[config.mk]
export PLATFORM = sky130hd
export DESIGN_NAME = rosf_queue
export DESIGN_NICKNAME = d
export VERILOG_FILES = /design/src/design/rosf_queue.sv
export SDC_FILE = /design/constraint.sdc
export NUM_CORES = 1
export LEC_CHECK = 0
export ABC_AREA = 1
export BUFFER_PORTS_ARGS = -buffer_cell sky130_fd_sc_hd__clkbuf_2
export CAP_MARGIN = 20
export CORE_AREA = 10 10 47 49
export CTS_BUF_LIST = sky130_fd_sc_hd__clkbuf_8
export DETAILED_ROUTE_END_ITERATION = 10
export DIE_AREA = 0 0 57 59
export GPL_ROUTABILITY_DRIVEN = 0
export GPL_TIMING_DRIVEN = 0
export HOLD_SLACK_MARGIN = 0.03
export SLEW_MARGIN = 20
export SYNTH_ARGS = -nofsm -noshare
export SYNTH_HDL_FRONTEND = slang
export SYNTH_SLANG_ARGS = --single-unit
[constraint.sdc]
create_clock -name clk -period 1.6 [get_ports clk]
set_input_delay 0 -clock clk [delete_from_list [all_inputs] [get_ports clk]]
set_output_delay 0 -clock clk [all_outputs]
set_load 0.01 [all_outputs]
[src/design/rosf_queue.sv]
// ----------------------------------------------------------------------------
// rosf_queue
// Small first-in first-out queue of register entries.
// ----------------------------------------------------------------------------
module rosf_queue #(
  parameter int WIDTH = 1,
  parameter int DEPTH = 2
) (
  input  logic             clk,
  input  logic             rst,
  input  logic             push,
  input  logic [WIDTH-1:0] wdata,
  output logic             full,
  input  logic             pop,
  output logic [WIDTH-1:0] rdata,
  output logic             empty
);

  localparam int PW = (DEPTH > 1) ? $clog2(DEPTH) : 1;
  localparam int CW = $clog2(DEPTH + 1);

  logic [WIDTH-1:0] entries [DEPTH];
  logic [PW-1:0]    wr_ptr;
  logic [PW-1:0]    rd_ptr;
  logic [CW-1:0]    count;
  logic             do_push;
  logic             do_pop;

  assign full    = (count == CW'(DEPTH));
  assign empty   = (count == '0);
  assign do_push = push && !full;
  assign do_pop  = pop && !empty;
  assign rdata   = entries[rd_ptr];

  // Entry storage.
  always_ff @(posedge clk) begin
    if (do_push) begin
      entries[wr_ptr] <= wdata;
    end
  end

  // Pointers and fill level.
  always_ff @(posedge clk) begin
    if (rst) begin
      wr_ptr <= '0;
      rd_ptr <= '0;
      count  <= '0;
    end else begin
      if (do_push) begin
        wr_ptr <= (wr_ptr == PW'(DEPTH - 1)) ? '0 : wr_ptr + 1'b1;
      end
      if (do_pop) begin
        rd_ptr <= (rd_ptr == PW'(DEPTH - 1)) ? '0 : rd_ptr + 1'b1;
      end
      if (do_push && !do_pop) begin
        count <= count + 1'b1;
      end else if (do_pop && !do_push) begin
        count <= count - 1'b1;
      end
    end
  end

endmodule

==> impl_results.rst <==
.. list-table::
   :header-rows: 1

   * - Metric
     - Value
   * - Post-CTS Hold Buffers
     - 1
   * - Antenna diode count
     - 0
   * - RSZ-0062 raised after global routing
     - false
   * - Power density over the cells
     - 1830 nW/um^2
   * - Max clock buf depth
     - 2
   * - Setup crit start kind
     - register
   * - Leakage power of the design
     - ~0.21 nW
   * - Height of the die
     - ~60 microns
   * - Antenna violations before repair
     - 0
   * - Layout Nets
     - 59
   * - Number of top-level pins
     - 8
   * - Peak supply drop
     - about 440 uV
   * - Max H-tree Level
     - 1
   * - Layout cells sized above 1
     - roughly a third
   * - Antenna-violating nets left
     - 0
   * - Grt ovf
     - 0
   * - Vias
     - roughly 280
   * - Area of the core
     - approximately 1400 sq um
   * - Type of the worst setup path
     - reg -> reg
   * - Area added between synthesis and finish
     - 34.0%
   * - Worst-case hold path end point
     - count[1]$_SDFFE_PP0P_
   * - Maximum achievable frequency
     - approximately 720 MHz
   * - Number of placement rows
     - 14
   * - Hold Vio Cnt, Final
     - 0
   * - Largest stage delay on the critical path
     - 0.39 ns
   * - Flop-to-flop setup slack
     - about 0.21 ns
   * - Mapped cell area
     - 324 sq um
   * - DP Worst Slack
     - slightly above 0.2 ns
   * - Switch share
     - 35.0%
   * - Slowest cell on the critical path
     - sky130_fd_sc_hd__dfxtp_1
   * - Root buffer cell
     - sky130_fd_sc_hd__clkbuf_8
   * - Yosys warning total
     - 0
   * - Result of the run
     - finished, final reports clean
   * - Logic depth of the worst register-to-register path
     - 9
   * - DP HPWL
     - 505 microns
   * - Net count after synthesis
     - 46
   * - Switching component of the power
     - 0.278 mW
   * - Post-route cell area
     - roughly 430 sq um
   * - Post-route setup slack
     - 0.211 ns
   * - X dimension of the die
     - 57 microns
   * - Worst reg2reg path startpoint
     - count[1]$_SDFFE_PP0P_
   * - Number of standard cells after synthesis
     - 40
   * - Relative slew margins
     - 83.2%
   * - Part of the power in the clock network
     - a little under a third
   * - Number of different library cells in the post-synthesis netlist
     - 16
   * - Starting density of the core
     - approximately 23%
   * - Cell-by-cell listing of the critical path
     - inv_2 > o21ai_2 > inv_2 > ha_1 > inv_1 > nand3_1 > nand2_1 > inv_1 > nor2_1
   * - Post-cts repair resize count
     - 0
   * - Hold depth
     - 4
   * - Min Hold Slack
     - ~0.057 ns
   * - Proportion of power drawn by flip-flops and latches
     - between 30% and 40%
   * - Commonest non-fill, non-tap cell in the layout
     - sky130_fd_sc_hd__nor2_1
   * - End of the worst register-to-register path
     - count[1]$_SDFFE_PP0P_
   * - Cell-internal power
     - 0.517 mW
   * - CTS tree
     - built
   * - Highest net fanout along the worst path
     - 4
   * - Final Max Tran Viols
     - 0
   * - Total DRC errors in the routed layout
     - 0
   * - Dominant cell type by area after synthesis
     - sky130_fd_sc_hd__dfxtp_1
   * - Number of sinks handled by clock tree synthesis
     - 7
   * - Setup-failing EPs final
     - 0
   * - Clock transition at path regs
     - approximately 0.040 ns
   * - Endpoint kind of the worst setup timing path
     - register
   * - Proportion of power drawn by combinational gates
     - 33.8%
   * - Count of max-cap constraint violations
     - 0
   * - Launch instance of the worst min-delay path
     - rst
   * - Placed Cells
     - 63
   * - Final Instance Count excl. Fillers
     - 68
   * - Cells taking the most area after synthesis
     - sky130_fd_sc_hd__dfxtp_1 (31%), sky130_fd_sc_hd__edfxtp_1 (19%), sky130_fd_sc_hd__nor2_1 (10%)
   * - Total Wirelength
     - ~630 microns
   * - Worst-skew pair later-pin latency
     - ~0.23 ns
   * - Post-CTS Setup Bufs
     - 0
   * - Fin util
     - about 31%
   * - Global-route wire length before repair
     - 1.11 mm
   * - Overall power of the completed layout
     - roughly 0.80 mW
   * - Maximum number of pins on one net before global-route repair
     - 7
   * - Average wire length per cell after detail routing
     - about 9.3 microns
   * - Via count of the first global-routing pass
     - 289
   * - IO buf count
     - 7
   * - Crit path DAT
     - about 1.6 ns
   * - 1st-iter DRT viols
     - 0
   * - Number of clock buffers inserted by TritonCTS
     - 3
   * - Fin crit period
     - ~1.4 ns
   * - Post-Place Cell Area
     - around 380 sq um
   * - Class of the most critical hold timing path
     - in -> reg
   * - Area share of the largest cell type after synthesis
     - a little over 30%
   * - Flop and latch count out of synthesis
     - 7
   * - Clock Skews
     - slightly above 0.003 ns
   * - Required time of the critical path
     - 1.77 ns
   * - Worst-margin pin slew
     - between 0.2 and 0.3 ns
   * - Average instance area after synthesis
     - 8.10 sq um
   * - Final TNS setup
     - 0 ns
   * - Commonest cells after routing, fill and taps aside
     - sky130_fd_sc_hd__nor2_1 (9), sky130_fd_sc_hd__inv_1 (7), sky130_fd_sc_hd__clkbuf_2 (7), sky130_fd_sc_hd__dfxtp_1 (5)
   * - GR Util All Layers
     - 4.51%
   * - Drt via density
     - slightly above 4
   * - Area enclosed by the die boundary
     - 3360 sq um
   * - Portion of the clock cycle consumed by the worst path in the final layout
     - 86.8%
   * - Proportion of synthesized chip area in sequential cells
     - between 40% and 50%
   * - Iteration count of the initial detailed-routing pass
     - 1
power by group through the flow:
stage               logic [mW]  clock network [mW]  registers [mW]
floorplan                0.206                   0           0.276
CTS                      0.276               0.254           0.283
global route             0.316               0.263           0.289
global placement         0.269                   0           0.284
finish                   0.269               0.244           0.282
detailed placement       0.273                   0           0.286
worst max path at each step:
| stage | startpoint | end |
|---|---|---|
| after floorplan | count[1]$_SDFFE_PP0P_ | count[1]$_SDFFE_PP0P_ |
| after detailed placement | count[1]$_SDFFE_PP0P_ | count[1]$_SDFFE_PP0P_ |
| after global routing | count[1]$_SDFFE_PP0P_ | count[1]$_SDFFE_PP0P_ |
| after CTS | count[1]$_SDFFE_PP0P_ | count[1]$_SDFFE_PP0P_ |
| after global placement | count[1]$_SDFFE_PP0P_ | count[1]$_SDFFE_PP0P_ |
| final | count[1]$_SDFFE_PP0P_ | count[1]$_SDFFE_PP0P_ |
cells by family after synthesis:
group / count (synthesis) / share of synthesized area [%]
multiplexers: 1 / 3.47
adder cells (fa/ha/maj): 1 / 3.86
buffers and inverters: 9 / 10.4
AND/OR/NAND/NOR: 16 / 21.2
flip-flops: 7 / 49.4
AO/OA/AOI/OAI: 6 / 11.6
layer usage:
metal | up-vias | GRT usage (%) | part of all wire, %
li1 | 149 | - | -
met1 | 123 | 3.97 | 44
met4 | 0 | 4.03 | 3.5
met2 | 7 | 7.13 | 45
met5 | - | 0 | 0
met3 | 2 | 2.79 | 7.1
cell type report:
class | instances | area, sq um
fillers | 156 | 967
inverters | 9 | 33.8
repair buffers | 8 | 45.0
multi-input cells | 24 | 130
clock buffers | 3 | 41.3
flip-flops and latches | 7 | 160
clock inverters | 1 | 3.75
well taps | 16 | 20.0
critical path, delay by kind of cell, from the launching register on:
family	cells	cell delay [ns]
flops	1	0.39
buf+inv	4	0.23
fa+ha+maj	1	0.30
simple gates	3	0.21
compound gates	1	0.19
cells in the mapped netlist:
cell type,n
sky130_fd_sc_hd__ha_1,1
sky130_fd_sc_hd__o21ai_2,2
sky130_fd_sc_hd__mux2_2,1
sky130_fd_sc_hd__inv_1,6
sky130_fd_sc_hd__inv_2,3
sky130_fd_sc_hd__and2_1,1
sky130_fd_sc_hd__nand2_1,3
sky130_fd_sc_hd__edfxtp_1,2
sky130_fd_sc_hd__o21ai_1,1
sky130_fd_sc_hd__nand2_2,1
sky130_fd_sc_hd__dfxtp_1,5
sky130_fd_sc_hd__nand4_1,1
sky130_fd_sc_hd__nand3_1,1
sky130_fd_sc_hd__nor2_1,9
sky130_fd_sc_hd__o21ai_0,2
sky130_fd_sc_hd__a21oi_1,1
No activity file was read; power rests on OpenSTA's default activity.
