`config.mk`:
```
export PLATFORM = sky130hd
export DESIGN_NAME = rosf_front
export DESIGN_NICKNAME = d
export VERILOG_FILES = /design/src/design/rosf_pkg.sv /design/src/design/rosf_queue.sv /design/src/design/rosf_front.sv
export SDC_FILE = /design/constraint.sdc
export NUM_CORES = 1
export LEC_CHECK = 0
export CORE_MARGIN = 2
export CORE_UTILIZATION = 41
export DETAILED_ROUTE_END_ITERATION = 6
export DONT_BUFFER_PORTS = 1
export GPL_TIMING_DRIVEN = 0
export HOLD_SLACK_MARGIN = 0.1
export PLACE_DENSITY = 0.63
export SYNTH_ARGS = -nofsm -noshare
export SYNTH_HDL_FRONTEND = slang
export SYNTH_HIERARCHICAL = 1
export SYNTH_SLANG_ARGS = --single-unit
```
`constraint.sdc`:
```
create_clock -name clk -period 24 [get_ports clk]
set_input_delay 3.6 -clock clk [delete_from_list [all_inputs] [get_ports clk]]
set_output_delay 3.6 -clock clk [all_outputs]
set_load 0.05 [all_outputs]
```
`src/design/rosf_pkg.sv`:
```
// ----------------------------------------------------------------------------
// rosf_pkg
// Shared constants, register indexes and beat types for the rod obstacle
// screened force block.
// ----------------------------------------------------------------------------
package rosf_pkg;

  // Fixed point format of coordinates and forces.
  localparam int COORD_W   = 32;
  localparam int FRAC_W    = 16;
  localparam int ACC_F_W   = 48;
  localparam int ACC_T_W   = 64;
  localparam int CFG_IDX_W = 3;

  // Default queue depths on either side of the force engine.
  localparam int IN_QUEUE_DEPTH  = 2;
  localparam int OUT_QUEUE_DEPTH = 2;

  // Highest power of t in the Taylor series of exp(-t).
  localparam int EXP_TERMS = 12;

  // log2(e) and ln(2) in Q30.
  localparam logic [63:0] LOG2E_Q30 = 64'd1549082005;
  localparam logic [63:0] LN2_Q30   = 64'd744261118;
  localparam logic [63:0] ONE_Q30   = 64'd1 << 30;

  // Configuration register indexes.
  localparam logic [CFG_IDX_W-1:0] REG_STRENGTH      = 3'd0;
  localparam logic [CFG_IDX_W-1:0] REG_RADIUS        = 3'd1;
  localparam logic [CFG_IDX_W-1:0] REG_CENTER_X      = 3'd2;
  localparam logic [CFG_IDX_W-1:0] REG_CENTER_Y      = 3'd3;
  localparam logic [CFG_IDX_W-1:0] REG_CUTOFF        = 3'd4;
  localparam logic [CFG_IDX_W-1:0] REG_INV_DIAMETER  = 3'd5;

  // Reset values of the configuration registers.
  localparam logic [31:0] STRENGTH_RST     = 32'd65536;
  localparam logic [30:0] RADIUS_RST       = 31'd655360;
  localparam logic [31:0] CENTER_RST       = 32'd0;
  localparam logic [30:0] CUTOFF_RST       = 31'd196608;
  localparam logic [30:0] INV_DIAMETER_RST = 31'd65536;

  // Segment geometry prepared by the front end.
  typedef struct packed {
    logic        neg_x;
    logic        neg_y;
    logic [30:0] axs;
    logic [30:0] ays;
    logic [1:0]  sh;
    logic [32:0] lever_x_mag;
    logic        lever_x_neg;
    logic [32:0] lever_y_mag;
    logic        lever_y_neg;
    logic        last;
  } seg_geom_t;

  // One result beat.
  typedef struct packed {
    logic signed [COORD_W-1:0] seg_force_x;
    logic signed [COORD_W-1:0] seg_force_y;
    logic signed [COORD_W-1:0] total_force_x;
    logic signed [COORD_W-1:0] total_force_y;
    logic signed [COORD_W-1:0] total_torque;
    logic                      rod_done;
    logic                      overlap_flag;
    logic                      saturated_flag;
  } seg_result_t;

  // Force law settings used by the back end.
  typedef struct packed {
    logic [31:0] strength;
    logic [30:0] obstacle_radius;
    logic [30:0] cutoff_range;
    logic [30:0] inverse_segment_diameter;
  } force_cfg_t;

  // Request to and response from the shared multiply-divide unit.
  typedef struct packed {
    logic        start;
    logic        shift_mode;
    logic [4:0]  sh;
    logic [63:0] a;
    logic [63:0] b;
    logic [63:0] c;
  } md_req_t;

  typedef struct packed {
    logic        done;
    logic [63:0] quo;
  } md_rsp_t;

endpackage

```
`src/design/rosf_queue.sv`:
```
// ----------------------------------------------------------------------------
// rosf_queue
// Small first-in first-out queue of register entries.
// ----------------------------------------------------------------------------
module rosf_queue #(
  parameter int WIDTH = 1,
  parameter int DEPTH = 2
) (
  input  logic             clk,
  input  logic             rst,
  input  logic             push,
  input  logic [WIDTH-1:0] wdata,
  output logic             full,
  input  logic             pop,
  output logic [WIDTH-1:0] rdata,
  output logic             empty
);

  localparam int PW = (DEPTH > 1) ? $clog2(DEPTH) : 1;
  localparam int CW = $clog2(DEPTH + 1);

  logic [WIDTH-1:0] entries [DEPTH];
  logic [PW-1:0]    wr_ptr;
  logic [PW-1:0]    rd_ptr;
  logic [CW-1:0]    count;
  logic             do_push;
  logic             do_pop;

  assign full    = (count == CW'(DEPTH));
  assign empty   = (count == '0);
  assign do_push = push && !full;
  assign do_pop  = pop && !empty;
  assign rdata   = entries[rd_ptr];

  // Entry storage.
  always_ff @(posedge clk) begin
    if (do_push) begin
      entries[wr_ptr] <= wdata;
    end
  end

  // Pointers and fill level.
  always_ff @(posedge clk) begin
    if (rst) begin
      wr_ptr <= '0;
      rd_ptr <= '0;
      count  <= '0;
    end else begin
      if (do_push) begin
        wr_ptr <= (wr_ptr == PW'(DEPTH - 1)) ? '0 : wr_ptr + 1'b1;
      end
      if (do_pop) begin
        rd_ptr <= (rd_ptr == PW'(DEPTH - 1)) ? '0 : rd_ptr + 1'b1;
      end
      if (do_push && !do_pop) begin
        count <= count + 1'b1;
      end else if (do_pop && !do_push) begin
        count <= count - 1'b1;
      end
    end
  end

endmodule

```
`src/design/rosf_front.sv`:
```
// ----------------------------------------------------------------------------
// rosf_front
// Accepts segment beats, works out the offset from the obstacle centre and
// the lever about the centre of mass, and queues the geometry.
// ----------------------------------------------------------------------------
module rosf_front #(
  parameter int DEPTH = 2
) (
  input  logic                              clk,
  input  logic                              rst,
  input  logic                              push,
  output logic                              full,
  input  logic signed [rosf_pkg::COORD_W-1:0] seg_x_pos,
  input  logic signed [rosf_pkg::COORD_W-1:0] seg_y_pos,
  input  logic signed [rosf_pkg::COORD_W-1:0] mass_center_x,
  input  logic signed [rosf_pkg::COORD_W-1:0] mass_center_y,
  input  logic                              last_of_rod,
  input  logic [31:0]                       circle_center_x,
  input  logic [31:0]                       circle_center_y,
  output logic                              geom_valid,
  input  logic                              geom_pop,
  output rosf_pkg::seg_geom_t               geom
);

  import rosf_pkg::*;

  logic signed [32:0] dx;
  logic signed [32:0] dy;
  logic signed [32:0] lx;
  logic signed [32:0] ly;
  logic [32:0]        ax;
  logic [32:0]        ay;
  logic [32:0]        big;
  logic [1:0]         sh;
  seg_geom_t          geom_in;
  logic               geom_empty;

  // Offsets, magnitudes and the scaling shift that keeps both below 2^31.
  always_comb begin
    dx  = 33'(seg_x_pos) - 33'($signed(circle_center_x));
    dy  = 33'(seg_y_pos) - 33'($signed(circle_center_y));
    lx  = 33'(seg_x_pos) - 33'(mass_center_x);
    ly  = 33'(seg_y_pos) - 33'(mass_center_y);
    ax  = dx[32] ? 33'(-dx) : 33'(dx);
    ay  = dy[32] ? 33'(-dy) : 33'(dy);
    big = (ax > ay) ? ax : ay;
    if (big[32]) begin
      sh = 2'd2;
    end else if (big[31]) begin
      sh = 2'd1;
    end else begin
      sh = 2'd0;
    end
    geom_in.neg_x       = dx[32];
    geom_in.neg_y       = dy[32];
    geom_in.axs         = 31'(ax >> sh);
    geom_in.ays         = 31'(ay >> sh);
    geom_in.sh          = sh;
    geom_in.lever_x_mag = lx[32] ? 33'(-lx) : 33'(lx);
    geom_in.lever_x_neg = lx[32];
    geom_in.lever_y_mag = ly[32] ? 33'(-ly) : 33'(ly);
    geom_in.lever_y_neg = ly[32];
    geom_in.last        = last_of_rod;
  end

  // Queue towards the force engine.
  rosf_queue #(
    .WIDTH($bits(seg_geom_t)),
    .DEPTH(DEPTH)
  ) u_geom_q (
    .clk  (clk),
    .rst  (rst),
    .push (push),
    .wdata(geom_in),
    .full (full),
    .pop  (geom_pop),
    .rdata(geom),
    .empty(geom_empty)
  );

  assign geom_valid = !geom_empty;

endmodule

```
==> results.cfg <==
[pwr]
power_uw = 2770
combPwrFrac_pct = 54.0
internal_power_uw = 1510
power.share.switching_pct = 45.6
p_seq_share_pct = 27.0
ir_drop_uv = 79.7
p_switching_uw = 1260
leakagePower_uw = 0.00997
power_density_nw_per_um2 = 113
clockPowerShare_pct = 19.0

[hold_path]
hold_path.class = register to register

[floorplanning]
die-area_um2 = 56700
fp.dieH_um = 238
core_area_um2 = 54000
num_rows = 85
start_util_pct = 41.6
ios = 334
die_w_um = 238

[critical_path]
r2r_start = u_geom_q/count[1]$_SDFFE_PP0P_
crit_top_cell = a21oi_1
critPathCapture = u_geom_q/entries[0][71]$_DFFE_PP_
critPathBufInv = 7
rr_endpoint = u_geom_q/entries[0][132]$_DFFE_PP_
cpPeakStageDelay_ps = 840
worstRegToRegCells = 4
start_kind = primary input
crit_family = compound AO/OA/AOI/OAI gates
required_ps = 24310
worstSetupPathDepth = 29
rrSetupSlack_ps = 21530
critPathArrivalTime_ps = 11390
end_kind = register
critPathSlowestCell = a31oi_1
critPathKind = primary input to register
worst-path-max-fanout = 11
startpoint = seg_y_pos[0]

[sta]
fmax_ghz = 0.0902
worst_slack_ps = 12920
setup_tns_ps = 0
grt_setup_unrepaired = no
finalSetupViolCount = 0
slew_headroom_pct = 30.3
min_period_ps = 11080
slew_viol_final = 0
worst_pin_slew_ps = 1040
hold_viol = 0
fin_crit_sh_pct = 46.2
skew_ps = 31.9

[global_route]
grt_first_pass_wirelength_mm = 98.3
grt_max_degree = 69
gr-usage-all-layers_pct = 22.5
gr-total-overflow = 0
grt_pass1_vias = 16600
grt_antenna_before_repair = 3

[placed_design]
io_buffers = 0
dpl.hpwl_mm = 53.1
dpl-instance-area_um2 = 23400
dp_slack_ps = 12500
dpl.cell_count = 2933
gp_congestion = 0.912

[synthesis]
ys_top_cells_by_area = edfxtp_1, ha_1, mux2_2, xnor2_1, a21oi_1
synth_nets = 2601
ys_seq_elements = 275
synthTopCellsByCount = edfxtp_1, inv_1, ha_1
ys.flop_type = edfxtp_1
synth_cell_types = 91
syn_area_per_cell_um2 = 10.1
yosysMostFrequentCell = edfxtp_1
yosysWarningCount = 6
synthArstFlopShare_pct = 0
synth_top_area_share_pct = 36.1
synth_edf_count = 270
ys_seq_area_share_pct = 36.5
netlist_area_um2 = 22500
syn_inst = 2234
synth_top_area_cell = edfxtp_1

[drt]
drcViolationCount = 0
drt_wl_total_mm = 66.2
vias = 17300
ant_nets = 0
wl_per_cell_um = 22.1
routed_via_density = 5.78
drtIter0Drc = 1252
drt_pass1_iterations = 5

[clock_network]
root_buffer = clkbuf_16
cts_htree_levels = 2
clk_pin_slew_ps = 60
cts_tree = done
numCtsBuffers = 34
cts_setup_buffers = 0
clkLatencyLatePin_ps = 540
post_cts_resized = 0
cts.sinks = 275
cts_buffer_depth = 3
hold_buffers = 0

[layout]
layout.nets = 2640
final_cell_area_um2 = 24600
drive_above_1_share_pct = 12.9
area_growth_syn_to_layout_pct = 9.32
final_cells = 2996

[run_status]
outcome = complete, no violations

[run]
maxCapViolCount = 0
routing by layer:
layer	wire length (um)	part of all wire, %	global-route usage [%]
met2	31100	47	37.4
met5	0	0	0
met3	4520	6.8	5.40
met4	1950	2.9	7.06
met1	28600	43	28.9
metrics by stage:
step	utilization [%]	hold WS, ps
global placement	43.2	464
finish	45.5	494
CTS	45.5	490
floorplan	-	452
detailed placement	43.4	477
global route	45.5	511
cells in the final DEF, fill, tap and decap left out, drive strengths merged, types with 28 or more instances in the layout:
| cell | synthesis | final |
|---|---|---|
| edfxtp | 270 | 270 |
| mux2i | 79 | 79 |
| o21ai | 112 | 112 |
| mux2 | 178 | 178 |
| inv | 198 | 203 |
| nand2 | 127 | 127 |
| nand3 | 42 | 42 |
| a21oi | 167 | 167 |
| a31oi | 28 | 28 |
| xor2 | 75 | 75 |
| ha | 166 | 166 |
| a21o | 56 | 56 |
| xnor2 | 153 | 153 |
| buf | 29 | 32 |
| nor2 | 126 | 126 |
| nand2b | 28 | 28 |
| clkbuf | 40 | 79 |
| nor3 | 34 | 34 |
power by group through the flow:
stage          logic, uW  clock network (uW)  registers [uW]
2_1_floorplan       1200                   0             757
3_3_place_gp        1460                   0             768
3_5_place_dp        1490                   0             757
4_1_cts             1500                 537             748
5_1_grt             1580                 553             757
6_report            1500                 526             747
registers in the layout, indices dropped and copies added, names as in the netlist, named ones only:
register	cells
u_geom_q/rd_ptr	1
u_geom_q/wr_ptr	1
u_geom_q/count	2
u_geom_q/entries	270
tightest hold or removal path, stage by stage (launching register included):
cell,delay (ps)
dfxtp_1,320
o21ai_0,70
a21oi_1,60
kinds of logic (layout without fill, tap and decap cells):
family / after synthesis / count (layout) / share of synthesized area, %
fa+ha+maj: 170 / 170 / 9.60
compound gates: 528 / 528 / 14.9
buf+inv: 268 / 332 / 5.14
flops: 275 / 275 / 36.5
mux: 257 / 257 / 13.3
xor+xnor: 229 / 229 / 9.07
other cells: 0 / 2 / 0
simple gates: 507 / 507 / 11.5
layout make-up:
type                            instances  area, um^2
Multi-Input combinational cell       1691       13100
Tap cell                              696         871
Antenna cell                            2        5.00
Sequential cell                       275        8210
Fill cell                            5047       29500
Clock buffer                           39         891
Timing Repair Buffer                    3        82.6
Inverter                              199         752
Buffer                                 69         408
Clock inverter                         22         238
worst min path at each step:
stage	cells past startpoint	startpoint	to
2_1_floorplan	2	u_geom_q/wr_ptr$_SDFFE_PP0P_	u_geom_q/wr_ptr$_SDFFE_PP0P_
3_3_place_gp	2	u_geom_q/wr_ptr$_SDFFE_PP0P_	u_geom_q/wr_ptr$_SDFFE_PP0P_
3_5_place_dp	2	u_geom_q/wr_ptr$_SDFFE_PP0P_	u_geom_q/wr_ptr$_SDFFE_PP0P_
4_1_cts	2	u_geom_q/wr_ptr$_SDFFE_PP0P_	u_geom_q/wr_ptr$_SDFFE_PP0P_
5_1_grt	2	u_geom_q/wr_ptr$_SDFFE_PP0P_	u_geom_q/wr_ptr$_SDFFE_PP0P_
6_report	2	u_geom_q/wr_ptr$_SDFFE_PP0P_	u_geom_q/wr_ptr$_SDFFE_PP0P_
No activity file was read; power rests on OpenSTA's default activity.
